## config.mk

```make
export PLATFORM = sky130hd
export DESIGN_NAME = fdrrf_ctrl
export DESIGN_NICKNAME = d
export VERILOG_FILES = /design/src/rtl/core/fdrrf_pkg.sv /design/src/rtl/core/fdrrf_ctrl.sv
export SDC_FILE = /design/constraint.sdc
export NUM_CORES = 1
export LEC_CHECK = 0
export ABC_CLOCK_PERIOD_IN_PS = 8050
export BUFFER_PORTS_ARGS = -buffer_cell sky130_fd_sc_hd__buf_4
export CAP_MARGIN = 30
export CORE_MARGIN = 2
export CORE_UTILIZATION = 40
export DETAILED_ROUTE_END_ITERATION = 6
export HOLD_SLACK_MARGIN = 0.06
export PLACE_DENSITY = 0.67
export REMOVE_ABC_BUFFERS = 1
export SLEW_MARGIN = 20
export SYNTH_ARGS = -nofsm -noshare
export SYNTH_HDL_FRONTEND = slang
export SYNTH_SLANG_ARGS = --single-unit
```

## constraint.sdc

```tcl
create_clock -name clock -period 8.05 [get_ports clock]
set_input_delay 0.805 -clock clock [delete_from_list [all_inputs] [get_ports clock]]
set_output_delay 0.805 -clock clock [all_outputs]
set_load 0.01 [all_outputs]
```

## src/rtl/core/fdrrf_pkg.sv

```systemverilog
package fdrrf_pkg;

   localparam int SCREEN_HEIGHT = 342;
   localparam int SCREEN_WIDTH  = 512;
   localparam int ROW_WORDS     = SCREEN_WIDTH / 32;
   localparam int FRAME_WORDS   = SCREEN_HEIGHT * ROW_WORDS;

   localparam int ADDR_W  = $clog2(FRAME_WORDS);
   localparam int CNT_W   = $clog2(FRAME_WORDS + 1);
   localparam int ROW_W   = $clog2(SCREEN_HEIGHT + 1);
   localparam int COL_W   = (ROW_WORDS > 1) ? $clog2(ROW_WORDS) : 1;
   localparam int WORD_W  = 32;
   localparam int INDEX_W = 13;
   localparam int PAGE_W  = 8;
   localparam int ADJ_W   = 8;
   localparam int OROW_W  = 9;

   localparam logic [1:0] CMD_WRITE = 2'd0;
   localparam logic [1:0] CMD_PAGE  = 2'd1;
   localparam logic [1:0] CMD_TICK  = 2'd2;

   localparam logic [PAGE_W-1:0] PAGE_MAIN = PAGE_W'(1);

   localparam logic [ADJ_W-1:0] ADJ_FULL_MAX = ADJ_W'(2);
   localparam logic [ADJ_W-1:0] ADJ_HALF_MAX = ADJ_W'(4);

   typedef enum logic [3:0] {
      ST_CLEAR,
      ST_IDLE,
      ST_FWD,
      ST_LIMIT,
      ST_BINIT,
      ST_BWD,
      ST_CINIT,
      ST_COPY,
      ST_DONE
   } state_type;

   typedef struct packed {
      logic              main_en;
      logic              alt_en;
      logic [ADDR_W-1:0] addr;
      logic [WORD_W-1:0] data;
   } frame_wr_type;

   typedef struct packed {
      logic              en;
      logic [ADDR_W-1:0] addr;
      logic [WORD_W-1:0] data;
   } shadow_wr_type;

   typedef struct packed {
      logic              en;
      logic [ADDR_W-1:0] addr;
   } rd_req_type;

   typedef struct packed {
      logic [WORD_W-1:0] main_q;
      logic [WORD_W-1:0] alt_q;
      logic [WORD_W-1:0] shadow_q;
   } rd_data_type;

   function automatic logic [CNT_W-1:0] row_base(input logic [ROW_W-1:0] row);
      return CNT_W'(row) * CNT_W'(ROW_WORDS);
   endfunction

endpackage

```

## src/rtl/core/fdrrf_ctrl.sv

```systemverilog
module fdrrf_ctrl (
   input  logic                                clock,
   input  logic                                reset,
   input  logic                                start,
   output logic                                busy,
   input  logic [1:0]                          req_command,
   input  logic                                req_buffer_select,
   input  logic [fdrrf_pkg::INDEX_W-1:0]       req_word_index,
   input  logic [fdrrf_pkg::WORD_W-1:0]        req_word_data,
   input  logic [fdrrf_pkg::PAGE_W-1:0]        req_page_value,
   input  logic [fdrrf_pkg::ADJ_W-1:0]         req_time_adjust,
   output logic                                rsp_strobe,
   output logic                                rsp_changed,
   output logic [fdrrf_pkg::OROW_W-1:0]        rsp_first_row,
   output logic [fdrrf_pkg::OROW_W-1:0]        rsp_end_row,
   output fdrrf_pkg::frame_wr_type             frame_wr,
   output fdrrf_pkg::shadow_wr_type            shadow_wr,
   output fdrrf_pkg::rd_req_type               rd_req,
   input  fdrrf_pkg::rd_data_type              rd_data
);

   fdrrf_pkg::state_type state_ff, state_in;

   logic [fdrrf_pkg::CNT_W-1:0]  addr_ff, addr_in;
   logic [fdrrf_pkg::ROW_W-1:0]  row_ff, row_in;
   logic [fdrrf_pkg::COL_W-1:0]  col_ff, col_in;
   logic                         pend_ff, pend_in;
   logic [fdrrf_pkg::ADDR_W-1:0] pend_addr_ff, pend_addr_in;
   logic [fdrrf_pkg::ROW_W-1:0]  pend_row_ff, pend_row_in;
   logic [fdrrf_pkg::ROW_W-1:0]  first_row_ff, first_row_in;
   logic [fdrrf_pkg::ROW_W-1:0]  end_row_ff, end_row_in;
   logic [fdrrf_pkg::ROW_W-1:0]  limit_ff, limit_in;
   logic [fdrrf_pkg::ROW_W-1:0]  max_rows_ff, max_rows_in;
   logic [fdrrf_pkg::ROW_W-1:0]  resume_ff, resume_in;
   logic [fdrrf_pkg::PAGE_W-1:0] page_ff, page_in;
   logic [fdrrf_pkg::CNT_W-1:0]  copy_end_ff, copy_end_in;

   logic                         accept;
   logic [fdrrf_pkg::WORD_W-1:0] shown_q;
   logic                         diff;
   logic                         fwd_issue;
   logic                         copy_issue;
   logic                         clear_last;
   logic                         resume_ok;
   logic [fdrrf_pkg::ROW_W:0]    window_sum;

   assign accept     = start && (state_ff == fdrrf_pkg::ST_IDLE);
   assign shown_q    = (page_ff == fdrrf_pkg::PAGE_MAIN) ? rd_data.main_q : rd_data.alt_q;
   assign diff       = pend_ff && (shown_q != rd_data.shadow_q);
   assign fwd_issue  = addr_ff < fdrrf_pkg::CNT_W'(fdrrf_pkg::FRAME_WORDS);
   assign copy_issue = addr_ff < copy_end_ff;
   assign clear_last = addr_ff == fdrrf_pkg::CNT_W'(fdrrf_pkg::FRAME_WORDS - 1);
   assign resume_ok  = resume_ff < fdrrf_pkg::ROW_W'(fdrrf_pkg::SCREEN_HEIGHT);
   assign window_sum = (fdrrf_pkg::ROW_W + 1)'(first_row_ff)
                     + (fdrrf_pkg::ROW_W + 1)'(max_rows_ff);

   // next state
   always_comb begin
      state_in = state_ff;
      unique case (state_ff)
         fdrrf_pkg::ST_CLEAR: begin
            if (clear_last) begin
               state_in = fdrrf_pkg::ST_IDLE;
            end
         end
         fdrrf_pkg::ST_IDLE: begin
            if (accept && (req_command == fdrrf_pkg::CMD_TICK) && resume_ok) begin
               state_in = fdrrf_pkg::ST_FWD;
            end
         end
         fdrrf_pkg::ST_FWD: begin
            if (diff) begin
               state_in = fdrrf_pkg::ST_LIMIT;
            end else if (!fwd_issue && !pend_ff) begin
               state_in = fdrrf_pkg::ST_IDLE;
            end
         end
         fdrrf_pkg::ST_LIMIT: state_in = fdrrf_pkg::ST_BINIT;
         fdrrf_pkg::ST_BINIT: state_in = fdrrf_pkg::ST_BWD;
         fdrrf_pkg::ST_BWD: begin
            if (diff) begin
               state_in = fdrrf_pkg::ST_CINIT;
            end
         end
         fdrrf_pkg::ST_CINIT: state_in = fdrrf_pkg::ST_COPY;
         fdrrf_pkg::ST_COPY: begin
            if (!copy_issue && !pend_ff) begin
               state_in = fdrrf_pkg::ST_DONE;
            end
         end
         fdrrf_pkg::ST_DONE: state_in = fdrrf_pkg::ST_IDLE;
         default: state_in = fdrrf_pkg::ST_IDLE;
      endcase
   end

   // datapath and memory controls
   always_comb begin
      addr_in      = addr_ff;
      row_in       = row_ff;
      col_in       = col_ff;
      pend_in      = 1'b0;
      pend_addr_in = addr_ff[fdrrf_pkg::ADDR_W-1:0];
      pend_row_in  = row_ff;
      first_row_in = first_row_ff;
      end_row_in   = end_row_ff;
      limit_in     = limit_ff;
      max_rows_in  = max_rows_ff;
      resume_in    = resume_ff;
      page_in      = page_ff;
      copy_end_in  = copy_end_ff;

      frame_wr.main_en = 1'b0;
      frame_wr.alt_en  = 1'b0;
      frame_wr.addr    = req_word_index[fdrrf_pkg::ADDR_W-1:0];
      frame_wr.data    = req_word_data;
      shadow_wr.en     = 1'b0;
      shadow_wr.addr   = pend_addr_ff;
      shadow_wr.data   = shown_q;
      rd_req.en        = 1'b0;
      rd_req.addr      = addr_ff[fdrrf_pkg::ADDR_W-1:0];

      unique case (state_ff)
         fdrrf_pkg::ST_CLEAR: begin
            frame_wr.main_en = 1'b1;
            frame_wr.alt_en  = 1'b1;
            frame_wr.addr    = addr_ff[fdrrf_pkg::ADDR_W-1:0];
            frame_wr.data    = '0;
            shadow_wr.en     = 1'b1;
            shadow_wr.addr   = addr_ff[fdrrf_pkg::ADDR_W-1:0];
            shadow_wr.data   = '0;
            addr_in          = addr_ff + 1'b1;
         end
         fdrrf_pkg::ST_IDLE: begin
            if (accept) begin
               unique case (req_command)
                  fdrrf_pkg::CMD_WRITE: begin
                     if (fdrrf_pkg::CNT_W'(req_word_index) <
                         fdrrf_pkg::CNT_W'(fdrrf_pkg::FRAME_WORDS)) begin
                        frame_wr.main_en = !req_buffer_select;
                        frame_wr.alt_en  = req_buffer_select;
                     end
                  end
                  fdrrf_pkg::CMD_PAGE: page_in = req_page_value;
                  fdrrf_pkg::CMD_TICK: begin
                     if (req_time_adjust <= fdrrf_pkg::ADJ_FULL_MAX) begin
                        max_rows_in = fdrrf_pkg::ROW_W'(fdrrf_pkg::SCREEN_HEIGHT);
                     end else if (req_time_adjust <= fdrrf_pkg::ADJ_HALF_MAX) begin
                        max_rows_in = fdrrf_pkg::ROW_W'(fdrrf_pkg::SCREEN_HEIGHT / 2);
                     end else begin
                        max_rows_in = fdrrf_pkg::ROW_W'(fdrrf_pkg::SCREEN_HEIGHT / 4);
                     end
                     if (resume_ok) begin
                        addr_in = fdrrf_pkg::row_base(resume_ff);
                        row_in  = resume_ff;
                        col_in  = '0;
                     end else begin
                        resume_in = '0;
                     end
                  end
                  default: ;
               endcase
            end
         end
         fdrrf_pkg::ST_FWD: begin
            if (diff) begin
               first_row_in = pend_row_ff;
            end else begin
               if (!fwd_issue && !pend_ff) begin
                  resume_in = '0;
               end
               if (fwd_issue) begin
                  rd_req.en = 1'b1;
                  pend_in   = 1'b1;
                  addr_in   = addr_ff + 1'b1;
                  if (col_ff == fdrrf_pkg::COL_W'(fdrrf_pkg::ROW_WORDS - 1)) begin
                     col_in = '0;
                     row_in = row_ff + 1'b1;
                  end else begin
                     col_in = col_ff + 1'b1;
                  end
               end
            end
         end
         fdrrf_pkg::ST_LIMIT: begin
            if (window_sum >= (fdrrf_pkg::ROW_W + 1)'(fdrrf_pkg::SCREEN_HEIGHT)) begin
               limit_in  = fdrrf_pkg::ROW_W'(fdrrf_pkg::SCREEN_HEIGHT);
               resume_in = '0;
            end else begin
               limit_in  = window_sum[fdrrf_pkg::ROW_W-1:0];
               resume_in = window_sum[fdrrf_pkg::ROW_W-1:0];
            end
         end
         fdrrf_pkg::ST_BINIT: begin
            addr_in = fdrrf_pkg::row_base(limit_ff) - 1'b1;
            row_in  = limit_ff - 1'b1;
            col_in  = fdrrf_pkg::COL_W'(fdrrf_pkg::ROW_WORDS - 1);
         end
         fdrrf_pkg::ST_BWD: begin
            if (diff) begin
               end_row_in = pend_row_ff + 1'b1;
            end else begin
               rd_req.en = 1'b1;
               pend_in   = 1'b1;
               if (addr_ff != '0) begin
                  addr_in = addr_ff - 1'b1;
                  if (col_ff == '0) begin
                     col_in = fdrrf_pkg::COL_W'(fdrrf_pkg::ROW_WORDS - 1);
                     row_in = row_ff - 1'b1;
                  end else begin
                     col_in = col_ff - 1'b1;
                  end
               end
            end
         end
         fdrrf_pkg::ST_CINIT: begin
            addr_in     = fdrrf_pkg::row_base(first_row_ff);
            copy_end_in = fdrrf_pkg::row_base(end_row_ff);
         end
         fdrrf_pkg::ST_COPY: begin
            shadow_wr.en = pend_ff;
            if (copy_issue) begin
               rd_req.en = 1'b1;
               pend_in   = 1'b1;
               addr_in   = addr_ff + 1'b1;
            end
         end
         fdrrf_pkg::ST_DONE: ;
         default: ;
      endcase
   end

   always_ff @(posedge clock) begin
      if (reset) begin
         state_ff  <= fdrrf_pkg::ST_CLEAR;
         addr_ff   <= '0;
         pend_ff   <= 1'b0;
         resume_ff <= '0;
         page_ff   <= fdrrf_pkg::PAGE_MAIN;
      end else begin
         state_ff  <= state_in;
         addr_ff   <= addr_in;
         pend_ff   <= pend_in;
         resume_ff <= resume_in;
         page_ff   <= page_in;
      end
   end

   always_ff @(posedge clock) begin
      row_ff       <= row_in;
      col_ff       <= col_in;
      pend_addr_ff <= pend_addr_in;
      pend_row_ff  <= pend_row_in;
      first_row_ff <= first_row_in;
      end_row_ff   <= end_row_in;
      limit_ff     <= limit_in;
      max_rows_ff  <= max_rows_in;
      copy_end_ff  <= copy_end_in;
   end

   assign busy          = state_ff != fdrrf_pkg::ST_IDLE;
   assign rsp_strobe    = state_ff == fdrrf_pkg::ST_DONE;
   assign rsp_changed   = rsp_strobe;
   assign rsp_first_row = fdrrf_pkg::OROW_W'(first_row_ff);
   assign rsp_end_row   = fdrrf_pkg::OROW_W'(end_row_ff);

endmodule
```

Yosys cells after proc, flatten, opt, wreduce, memory -nomap -nowiden
Index checks and enable logic that the tools add are counted.
{"block": "op_classes", "n_addsub": 10, "magnitude_cmp": 7, "n_eq_ne": 32, "n_mux": 57, "n_reduce_logical": 26}
{"cell": "$mux 9", "n": 15}
{"cell": "$mux 13", "n": 8}
{"cell": "$pmux 13 s7", "n": 1}
{"cell": "$mux 45", "n": 2}
{"cell": "$mux 4", "n": 15}
{"cell": "$pmux 9 s4", "n": 1}
{"cell": "$mux 32", "n": 1}
{"cell": "$ne 32x32->1", "n": 1}
{"cell": "$pmux 4 s8", "n": 1}
{"cell": "$ne 2x2->1 const B", "n": 14}
{"cell": "$pmux 9 s3", "n": 1}
{"cell": "$lt 13x13->1 const B", "n": 2}
{"cell": "$sub 13x1->13 const B", "n": 2}
{"cell": "$add 9x1->9 const B", "n": 2}
{"cell": "$sub 9x1->9 const B", "n": 2}
{"cell": "$eq 4x3->1 const B", "n": 4}
{"cell": "$pmux 4 s4", "n": 1}
{"cell": "$add 13x1->13 const B", "n": 1}
{"cell": "$eq 13x13->1 const B", "n": 1}
{"cell": "$lt 13x13->1", "n": 1}
{"cell": "$reduce_bool 13->1", "n": 1}
{"cell": "$add 9x9->10", "n": 1}
{"cell": "$ge 10x9->1 const B", "n": 1}
{"cell": "$reduce_and 10->1", "n": 1}
{"cell": "33 further kinds", "n": 52}
{"block": "totals", "regBits": 115, "input_bits": 163, "out_inout_bits": 128, "elab_cells": 146}

Longest topological paths before layout
Gate-level depths: netlist (run 1).
{"block": "logic_depth", "ltp_word": 6, "depth_mapped": 13, "ltp_nobuf": 13}

Least setup slack after synthesis (run 1)
Ideal clock, no wire load.
{"block": "synth_path", "path_kind": "input -> output", "from": "input rd_data[4] in the netlist's numbering", "to": "output rd_req[13] in the netlist's numbering", "arrival_ns": 2.549, "required_time_ns": 7.245, "slack_ns": 4.696, "stages": 8, "path_cell_list": "inv_1 a222oi_1 o21ai_1 or3_1 o41a_1 o21ai_1 a21bo_2 buf_4"}
{"block": "synth_between", "elab_chain_cells": 4, "word_cells_on_any_way": 5, "classes_between": "eq/ne: 1; mux: 3; reduce/logical: 1"}
{"item": "start, declared", "line": "fdrrf_ctrl.sv:19", "source": "input fdrrf_pkg::rd_data_type rd_data"}
{"item": "$ne 32x32->1 (*)", "line": "fdrrf_ctrl.sv:49", "source": "assign diff = pend_ff && (shown_q != rd_data.shadow_q);"}
{"item": "$logic_and 1x1->1 (*)", "line": "fdrrf_ctrl.sv:49"}
{"item": "$mux 1, on equally long branches"}
{"item": "$pmux 1 s3 (*)"}
{"item": "end, declared", "line": "fdrrf_ctrl.sv:18", "source": "output fdrrf_pkg::rd_req_type rd_req,"}
Mark *: on every way between the ends. The rest lies on a longest branch, timed or not.

==> impl_metrics.yaml, run 1 <==
run_status:
  outcome: "complete, but fails checks"
  violations: "DRC"
yosys:
  yosysTopAreaCellShare: 0.208
  synth-simple-area-share: 0.234
  synth_mux_area_frac: 0.0143
  async_flop_share: 0
  synth_edf_count: 54
  avgSynthCellArea_um2: 8.26
  yosysTopAreaCell: "edfxtp_1"
  seq_area_frac_synth: 0.355
  ys_ff_latch: 111
  synth_top_family_by_area: "simple AND/OR/NAND/NOR gates"
  synth_compound_area_frac: 0.198
  synth_fa_ha_area_frac: 0.0704
  syn-cell-area_um2: 7780
  yosys_warnings: 0
  synthCells: 942
  synth_ff_type: "dfxtp_1"
  ys_top_cells_by_area: "edfxtp_1 (21%), dfxtp_1 (15%), nand2_1 (7.8%)"
  ys_types: 71
  synthXorXnorAreaFrac: 0.0856
floorplan:
  die_y_um: 143
  start_util: 0.404
  core-area_um2: 19300
  io_pins: 291
  die_area_um2: 20600
  rows: 51
  die_x_um: 143
finish:
  area_growth_syn_to_layout_pct: 35.2
  fin_cells: 1489
  nNetsFinal: 1420
  drive_gt1_frac: 0.269
clocking:
  numCtsBuffers: 9
  clkSlewWorstSetupHoldPaths_ps: 80
  postCtsHoldBufs: 0
  cts_setup_buffers: 0
  cts_buffer_depth: 2
  clockRootBuffer: "clkbuf_16"
  cts.repair.resized: 0
  cts_tree: "built"
  clock_sinks: 111
  clkLatencyLatePin_ps: 370
  h-tree-depth: 3
routing:
  drt_first_pass_iters: 7
  wirelength_um: 28300
  drt-initial-drc-count: 725
  drt-wirelength-per-cell_um: 19.0
  num_vias: 8143
  via_per_inst: 5.47
  drcViolationCount: 2
  ant_nets: 0
critical_path:
  cp_cell_sequence: "nand2b_1, nor2_1, inv_1, or4b_2, a21oi_1, nand2_1, a211oi_1, buf_4"
  arrival_ps: 3930
  worstSetupStartpointType: "flop"
  cpPeakStageDelay_ps: 740
  critPathKind: "flop to output port"
  slowest_stage: "dfxtp_1"
  cp_top_family: "simple AND/OR/NAND/NOR gates"
  crit_buf_inv: 2
  required_ps: 7240
  cp-end-kind: "output port"
  crit_fanout: 19
grt:
  grt_max_degree: 61
  use_met1: 0.346
  antenna_found_initial: 4
  grt_use_total: 0.264
  grt_pass1_wl_um: 41400
  met2_usage: 0.437
  met3_usage: 0.0487
  top_usage_layer: "met2"
  grt_pass1_vias: 7289
  overflow: 0
timing:
  fmax_ghz: 0.211
  hold_ws_ps: 409
  fin_worst_skew_ps: 6.10
  setup_tns_ps: 0
  hold_viol_final: 0
  maxSlewHeadroom: 0.395
  rsz0062_at_grt: "no"
  finalSetupViolations: 0
  slew_violations: 0
  tightest_slew_ps: 902
  fin_crit_ps: 4740
  finalCritPeriodShare: 0.589
  setup_slack_ps: 3310
run:
  drv_cap: 0
place:
  pre_cts_ws_ps: 3920
  gp_congestion: 0.934
  dp_hpwl_um: 22300
  place_inst: 1466
  port-buffer-count: 290
power:
  peakVddDrop_v: 0.000179
  power_leakage_nw: 4.90
  cellPowerDensity_nw_per_um2: 229
min_path:
  hold_class: "flop to flop"
[path summary, 6_finish.rpt]
check | startpoint | to | slack [ps] | cells after the start
setup / recovery | state_ff[0] | frame_wr[45] | 3310 | 8
hold / removal | pend_row_in[7] | pend_row_ff[7] | 410 | 0
setup reg to reg | state_ff[0] | addr_ff[11] | 3960 | 12
hold reg to reg | pend_row_in[7] | pend_row_ff[7] | 410 | 0
[worst reg2reg max path, stage by stage, from the launching register on]
cell and delay (ps):
dfxtp_1 520, nor2b_1 260, nand2_2 180, clkinv_1 750
ha_1 630, a211oi_1 360, o21ai_0 260, nand3_1 140
nand3b_1 130, o31ai_1 260, xor2_1 110, o21a_1 190
a211oi_1 220
[registers in the layout, summed over array words and instances, names as in the netlist, 5 cells and up]
| register | flops |
|---|---|
| addr_ff | 13 |
| rsp_first_row | 9 |
| limit_ff | 9 |
| pend_addr_ff | 13 |
| page_ff | 8 |
| rsp_end_row | 9 |
| resume_ff | 9 |
| pend_row_in | 9 |
| pend_row_ff | 9 |
| copy_end_ff | 9 |
| max_rows_ff | 5 |
[Yosys cell counts, types with 30 or more instances]
library cell / number
xnor2_1: 42
xor2_1: 34
nand2_1: 161
inv_1: 48
o21ai_0: 30
a21oi_1: 80
dfxtp_1: 57
edfxtp_1: 54
nor2_1: 64
nor3_1: 31
ha_1: 39
and2_1: 42
[final cells by class]
| cell class | instances | area, um2 |
|---|---|---|
| Multi-Input combinational cell | 746 | 4690 |
| Antenna cell | 4 | 10.0 |
| Fill cell | 1855 | 8750 |
| Sequential cell | 111 | 2760 |
| Clock inverter | 7 | 80.1 |
| Tap cell | 265 | 332 |
| Inverter | 49 | 184 |
| Clock buffer | 9 | 225 |
| Timing Repair Buffer | 298 | 2230 |
[logic make-up (layout without fill, tap and decap cells)]
group                      Yosys count  count (layout)
xor gates and xnor gates            76              76
and+or+nand+nor                    386             386
muxes                               11              11
buffers and inverters               85             363
DFF                                111             111
other                                0               4
adders and majority gates           42              42
AOI/OAI and AO/OA                  231             231
[stage by stage]
stage | power [mW] | util | area (um2)
finish | 2.41 | 0.546 | 10500
detailed placement | 1.95 | 0.529 | 10200
global placement | 1.94 | 0.529 | 10200
global route | 2.55 | 0.546 | 10500
floorplan | 1.37 | - | 7630
CTS | 2.41 | 0.544 | 10500
[where the power goes]
part	leakage (nW)	switching (mW)	internal, mW	total (mW)
clock	0.146	0.236	0.224	0.460
sequential	0.954	0.120	0.688	0.808
combinational	3.80	0.630	0.507	1.14
total	4.90	0.986	1.42	2.41
[layout by cell type, fill, tap and decap left out, drive strengths merged, types with 10 or more instances in the layout]
| cell | count |
|---|---|
| a211oi | 10 |
| a21o | 13 |
| a21oi | 80 |
| and2 | 42 |
| buf | 297 |
| clkbuf | 10 |
| dfxtp | 57 |
| edfxtp | 54 |
| ha | 39 |
| inv | 53 |
| mux2i | 10 |
| nand2 | 163 |
| nand2b | 11 |
| nand3 | 12 |
| nor2 | 64 |
| nor2b | 16 |
| nor3 | 31 |
| nor4 | 11 |
| o21ai | 34 |
| xnor2 | 42 |
| xor2 | 34 |
[per-layer routing]
metal / routed length [um] / up-vias
met5: 0 / -
met4: 769 / 0
met3: 2080 / 49
met2: 13600 / 335
met1: 11900 / 3848
li1: - / 3911
(Power assumes the default switching activity.)
==> inputs of run 2 (changes only) <==
Settings changed: ABC_CLOCK_PERIOD_IN_PS 8050 to 4550.
Clock period 8.05 ns to 4.55 ns, I/O delays scaled along.
==> impl_metrics.yaml, run 2 (synthesized netlist as in run 1, its figures left out) <==
run_status:
  outcome: "complete, no violations"
clocking:
  cts.repair.resized: 0
  cts_buffer_depth: 2
  clock_sinks: 111
  cts_setup_buffers: 0
  numCtsBuffers: 9
  clkSlewWorstSetupHoldPaths_ps: 70
  clockRootBuffer: "clkbuf_16"
  clkLatencyLatePin_ps: 370
  postCtsHoldBufs: 0
  h-tree-depth: 3
  cts_tree: "built"
critical_path:
  required_ps: 4090
  reg2reg_to: "pend_row_in[3]"
  cp_cell_sequence: "nand2b_1, nor2_1, buf_4, inv_1, or4b_2, a21oi_1, nand2_1, a211oi_1, buf_4"
  arrival_ps: 3400
  slowest_stage: "or4b_2"
  cp-end-kind: "output port"
  worstSetupStartpointType: "flop"
  r2r_slack_ps: 1070
  cpPeakStageDelay_ps: 740
  regToRegStartpoint: "state_ff[3]"
  crit_fanout: 19
  ff2ff_path_depth: 11
  critPathKind: "flop to output port"
  crit_top_cell: "buf_4"
finish:
  nNetsFinal: 1422
  area_growth_syn_to_layout_pct: 35.7
  reg_top3: "addr_ff: 13 flops, pend_addr_ff: 13 flops"
  fin_area_um2: 10600
  layout_common_cells: "buf_4 (299), nand2_1 (160), a21oi_1 (80), nor2_1 (64), dfxtp_1 (57)"
  mostFrequentLayoutCell: "buf_4"
  drive_gt1_frac: 0.270
floorplan:
  die_area_um2: 20600
  core-area_um2: 19300
  die_x_um: 143
  io_pins: 291
  start_util: 0.404
  die_y_um: 143
  rows: 51
routing:
  drcViolationCount: 0
  drt-initial-drc-count: 768
  ant_nets: 0
  drt-wirelength-per-cell_um: 18.8
  drt_first_pass_iters: 7
  num_vias: 8079
  wirelength_um: 28000
  via_per_inst: 5.43
place:
  gp_congestion: 1.06
  placed_area_um2: 10200
  dp_hpwl_um: 22400
  pre_cts_ws_ps: 1110
  port-buffer-count: 290
timing:
  hold_ws_ps: 318
  finalSetupViolations: 0
  tightest_slew_ps: 905
  fin_worst_skew_ps: 12.8
  finalCritPeriodShare: 0.846
  slew_violations: 0
  maxSlewHeadroom: 0.395
  setup_slack_ps: 699
  hold_viol_final: 0
  fin_crit_ps: 3850
  setup_tns_ps: 0
  rsz0062_at_grt: "no"
  fmax_ghz: 0.260
min_path:
  min_to: "page_ff[0]"
  hold_class: "input pin to flop"
  holdPathStages: 3
  min_from: "req_page_value[0]"
grt:
  antenna_found_initial: 1
  grt_max_degree: 61
  grt_pass1_vias: 7382
  grt_pass1_wl_um: 41300
  overflow: 0
  grt_use_total: 0.262
run:
  drv_cap: 0
power:
  cellPowerDensity_nw_per_um2: 410
  peakVddDrop_v: 0.000192
  power_leakage_nw: 4.92
## run 2: power breakdown
part           leakage [nW]  switching, mW  internal (mW)
Sequential            0.954          0.216           1.22
Combinational          3.81           1.12          0.901
Clock                 0.161          0.421          0.450
Total                  4.92           1.76           2.57
## run 2: per-layer routing
metal,global-route usage,vias up,part of all wire
met5,0,-,0
met4,0.105,0,0.036
met3,0.0427,62,0.072
met2,0.436,344,0.47
met1,0.341,3755,0.42
li1,-,3918,-
## run 2: final cells by class
type | instances | area, um2
Clock buffer | 9 | 225
Tap cell | 265 | 332
Antenna cell | 1 | 2.50
Inverter | 49 | 184
Sequential cell | 111 | 2760
Fill cell | 1854 | 8710
Timing Repair Buffer | 300 | 2250
Multi-Input combinational cell | 746 | 4690
Clock inverter | 7 | 108
## run 2: worst max path at each step
stage                start        endpoint
2_1_floorplan  state_ff[3]    frame_wr[32]
3_3_place_gp   state_ff[3]  pend_row_in[5]
3_5_place_dp   state_ff[3]  pend_row_in[5]
4_1_cts        state_ff[0]    frame_wr[45]
5_1_grt        state_ff[0]    frame_wr[45]
6_report       state_ff[0]    frame_wr[45]
## run 2: metrics by stage
step / util / cells / total power [mW]
finish: 0.548 / 1488 / 4.32
global route: 0.548 / 1488 / 4.57
CTS: 0.547 / 1486 / 4.32
detailed placement: 0.530 / 1470 / 3.45
global placement: 0.530 / 1470 / 3.45
floorplan: - / 906 / 2.43
## run 2: critical path: cells and delay by family (launching register included)
kind                   cells  cell delay, ps
AND/OR/NAND/NOR            4            1120
flip-flops                 1             720
AO/OA/AOI/OAI              2             600
buffers and inverters      3             590
==> inputs of run 3 (changes only) <==
Settings changed: ABC_AREA from default to 1, ABC_CLOCK_PERIOD_IN_PS 4550 to 3640.
Clock period 4.55 ns to 3.64 ns, I/O delays scaled along.
==> impl_metrics.yaml, run 3 <==
critical_path:
  reg2reg_to: "pend_row_in[8]"
  crit_top_cell: "nand2_1"
  crit_path_start: "page_ff[5]"
  arrival_ps: 2790
  ff2ff_path_depth: 17
  worstSetupStartpointType: "flop"
  critPathKind: "flop to output port"
  cpPeakStageDelay_ps: 370
  required_ps: 3280
  cp-end-kind: "output port"
  crit_fanout: 36
  regToRegStartpoint: "state_ff[3]"
  endpoint: "rd_req[13]"
  cp_cell_sequence: "inv_1, nand2_1, nor2_4, buf_4, nand3_1, nand3_1, nand2_1, inv_1, nand2_1, nor2_1, nand2_1, nor2_1, nand2_1, nand2_1, nand2_1, nand2_1, buf_4"
  r2r_slack_ps: 590
  slowest_stage: "buf_4"
floorplan:
  die_area_um2: 21400
  io_pins: 291
  die_y_um: 146
  start_util: 0.404
  core-area_um2: 20000
  die_x_um: 146
  rows: 52
grt:
  grt_pass1_wl_um: 42500
  grt_use_total: 0.250
  grt_max_degree: 82
  grt_pass1_vias: 8054
  antenna_found_initial: 2
  overflow: 0
yosys:
  yosys_warnings: 0
  seq_area_frac_synth: 0.341
  syn-cell-area_um2: 8090
  yosysTopAreaCell: "edfxtp_1"
  synth_ff_type: "dfxtp_1"
  synth.most_common_cell: "nand2_1"
  avgSynthCellArea_um2: 6.64
  yosysTopAreaCellShare: 0.200
  ys_types: 42
  ys_ff_latch: 111
  ys_top_cells_by_area: "edfxtp_1 (20%), nand2_1 (17%), dfxtp_1 (14%)"
  synth_edf_count: 54
  async_flop_share: 0
  synthCells: 1218
  synth_common_cells: "nand2_1 (362), inv_1 (199), nor2_1 (145)"
routing:
  drt-initial-drc-count: 565
  wl_met3_um: 1670
  wirelength_um: 27200
  highest_layer: "met4"
  ant_nets: 0
  drt_first_pass_iters: 5
  wl_met1_um: 11800
  via_per_inst: 4.89
  drt-wirelength-per-cell_um: 15.3
  wl_met2_um: 12800
  drcViolationCount: 0
  num_vias: 8710
timing:
  hold_ws_ps: 230
  maxSlewHeadroom: 0.429
  finalSetupViolations: 0
  tightest_slew_ps: 857
  slew_violations: 0
  fin_worst_skew_ps: 11.4
  rsz0062_at_grt: "no"
  finalCritPeriodShare: 0.865
  hold_viol_final: 0
  setup_slack_ps: 490
  fmax_ghz: 0.318
  fin_crit_ps: 3150
finish:
  ff_latch_area_um2: 2760
  area_growth_syn_to_layout_pct: 33.8
  nNetsFinal: 1708
  mostFrequentLayoutCell: "nand2_1"
  multi_input_area_um2: 4400
  reg_top3: "addr_ff: 13 flops, pend_addr_ff: 13 flops"
  fin_cells: 1780
  drive_gt1_frac: 0.226
  layout_common_cells: "nand2_1 (362), buf_4 (302), inv_1 (199), nor2_1 (144), nand3_1 (80)"
  fillers: 2060
  fin_area_um2: 10800
clocking:
  cts_tree: "built"
  clkSlewWorstSetupHoldPaths_ps: 80
  numCtsBuffers: 9
  h-tree-depth: 3
  clock_sinks: 111
  cts.repair.resized: 0
  postCtsHoldBufs: 0
  clockRootBuffer: "clkbuf_16"
  clkLatencyLatePin_ps: 370
  cts_setup_buffers: 0
  cts_buffer_depth: 2
place:
  dp_hpwl_um: 21800
  pre_cts_ws_ps: 635
  port-buffer-count: 290
  place_inst: 1762
  placed_area_um2: 10500
  gp_congestion: 0.921
power:
  cellPowerDensity_nw_per_um2: 625
  power_leakage_nw: 5.74
  totalPowerFinal_mw: 6.77
  peakVddDrop_v: 0.000305
min_path:
  hold_class: "input pin to flop"
run_status:
  outcome: "complete, no violations"
run:
  drv_cap: 0
==> run 3: cell count changes after synthesis, moves of 19 or more <==
cell      previous run  this run
and2_1              42         3
nand3_1             12        80
nand3b_1             4        30
inv_1               48       199
nor2_1              64       145
o21ai_0             30        49
nand2_1            161       362
xnor2_1             42         8
xor2_1              34        12
==> run 3: logic make-up after synthesis <==
group | count (synthesis) | synth area share
buffers and inverters | 231 | 0.115
flip-flops | 111 | 0.341
XOR/XNOR | 20 | 0.0216
AND/OR/NAND/NOR | 671 | 0.356
adder cells (fa/ha/maj) | 42 | 0.0677
AO/OA/AOI/OAI | 143 | 0.0979
==> run 3: stage by stage <==
| stage | utilization | setup TNS (ps) |
|---|---|---|
| 2_1_floorplan | - | -45750 |
| 3_3_place_gp | 0.526 | 0 |
| 3_5_place_dp | 0.526 | 0 |
| 4_1_cts | 0.540 | 0 |
| 5_1_grt | 0.540 | 0 |
| 6_report | 0.540 | 0 |
==> run 3: per-layer routing <==
| layer | vias to the layer above | track usage |
|---|---|---|
| met2 | 294 | 0.418 |
| li1 | 4463 | - |
| met3 | 45 | 0.0516 |
| met4 | 0 | 0.0913 |
| met1 | 3908 | 0.319 |
| met5 | - | 0 |
==> run 3: layout make-up <==
type | count | area share
multi-input cells | 876 | 0.407
flip-flops and latches | 111 | 0.255
well taps | 270 | 0.0312
diodes | 2 | 0.000462
clock inverters | 6 | 0.00555
repair buffers | 302 | 0.209
inverters | 203 | 0.0704
clock buffers | 10 | 0.0211
==> run 3: worst max-delay path: cells and delay by family (launching register included) <==
family | cells | cell delay, ps
and+or+nand+nor | 13 | 1510
buffers and inverters | 4 | 600
DFF | 1 | 300
==> run 3: where the power goes <==
part	switching (mW)	internal, mW
logic	2.31	1.54
registers	0.258	1.68
clock network	0.492	0.486
total	3.06	3.71
==> run 3: worst min-delay path by stage <==
stage                                 start              to  slack [ps]  depth (start not counted)
after floorplan              pend_row_in[2]  pend_row_ff[2]         350                          0
after global placement       pend_row_in[7]  pend_row_ff[7]         380                          0
after detailed placement     pend_row_in[5]  pend_row_ff[5]         370                          0
after CTS                 req_page_value[0]      page_ff[0]         220                          3
after global routing      req_page_value[0]      page_ff[0]         230                          3
final                     req_page_value[0]      page_ff[0]         230                          3
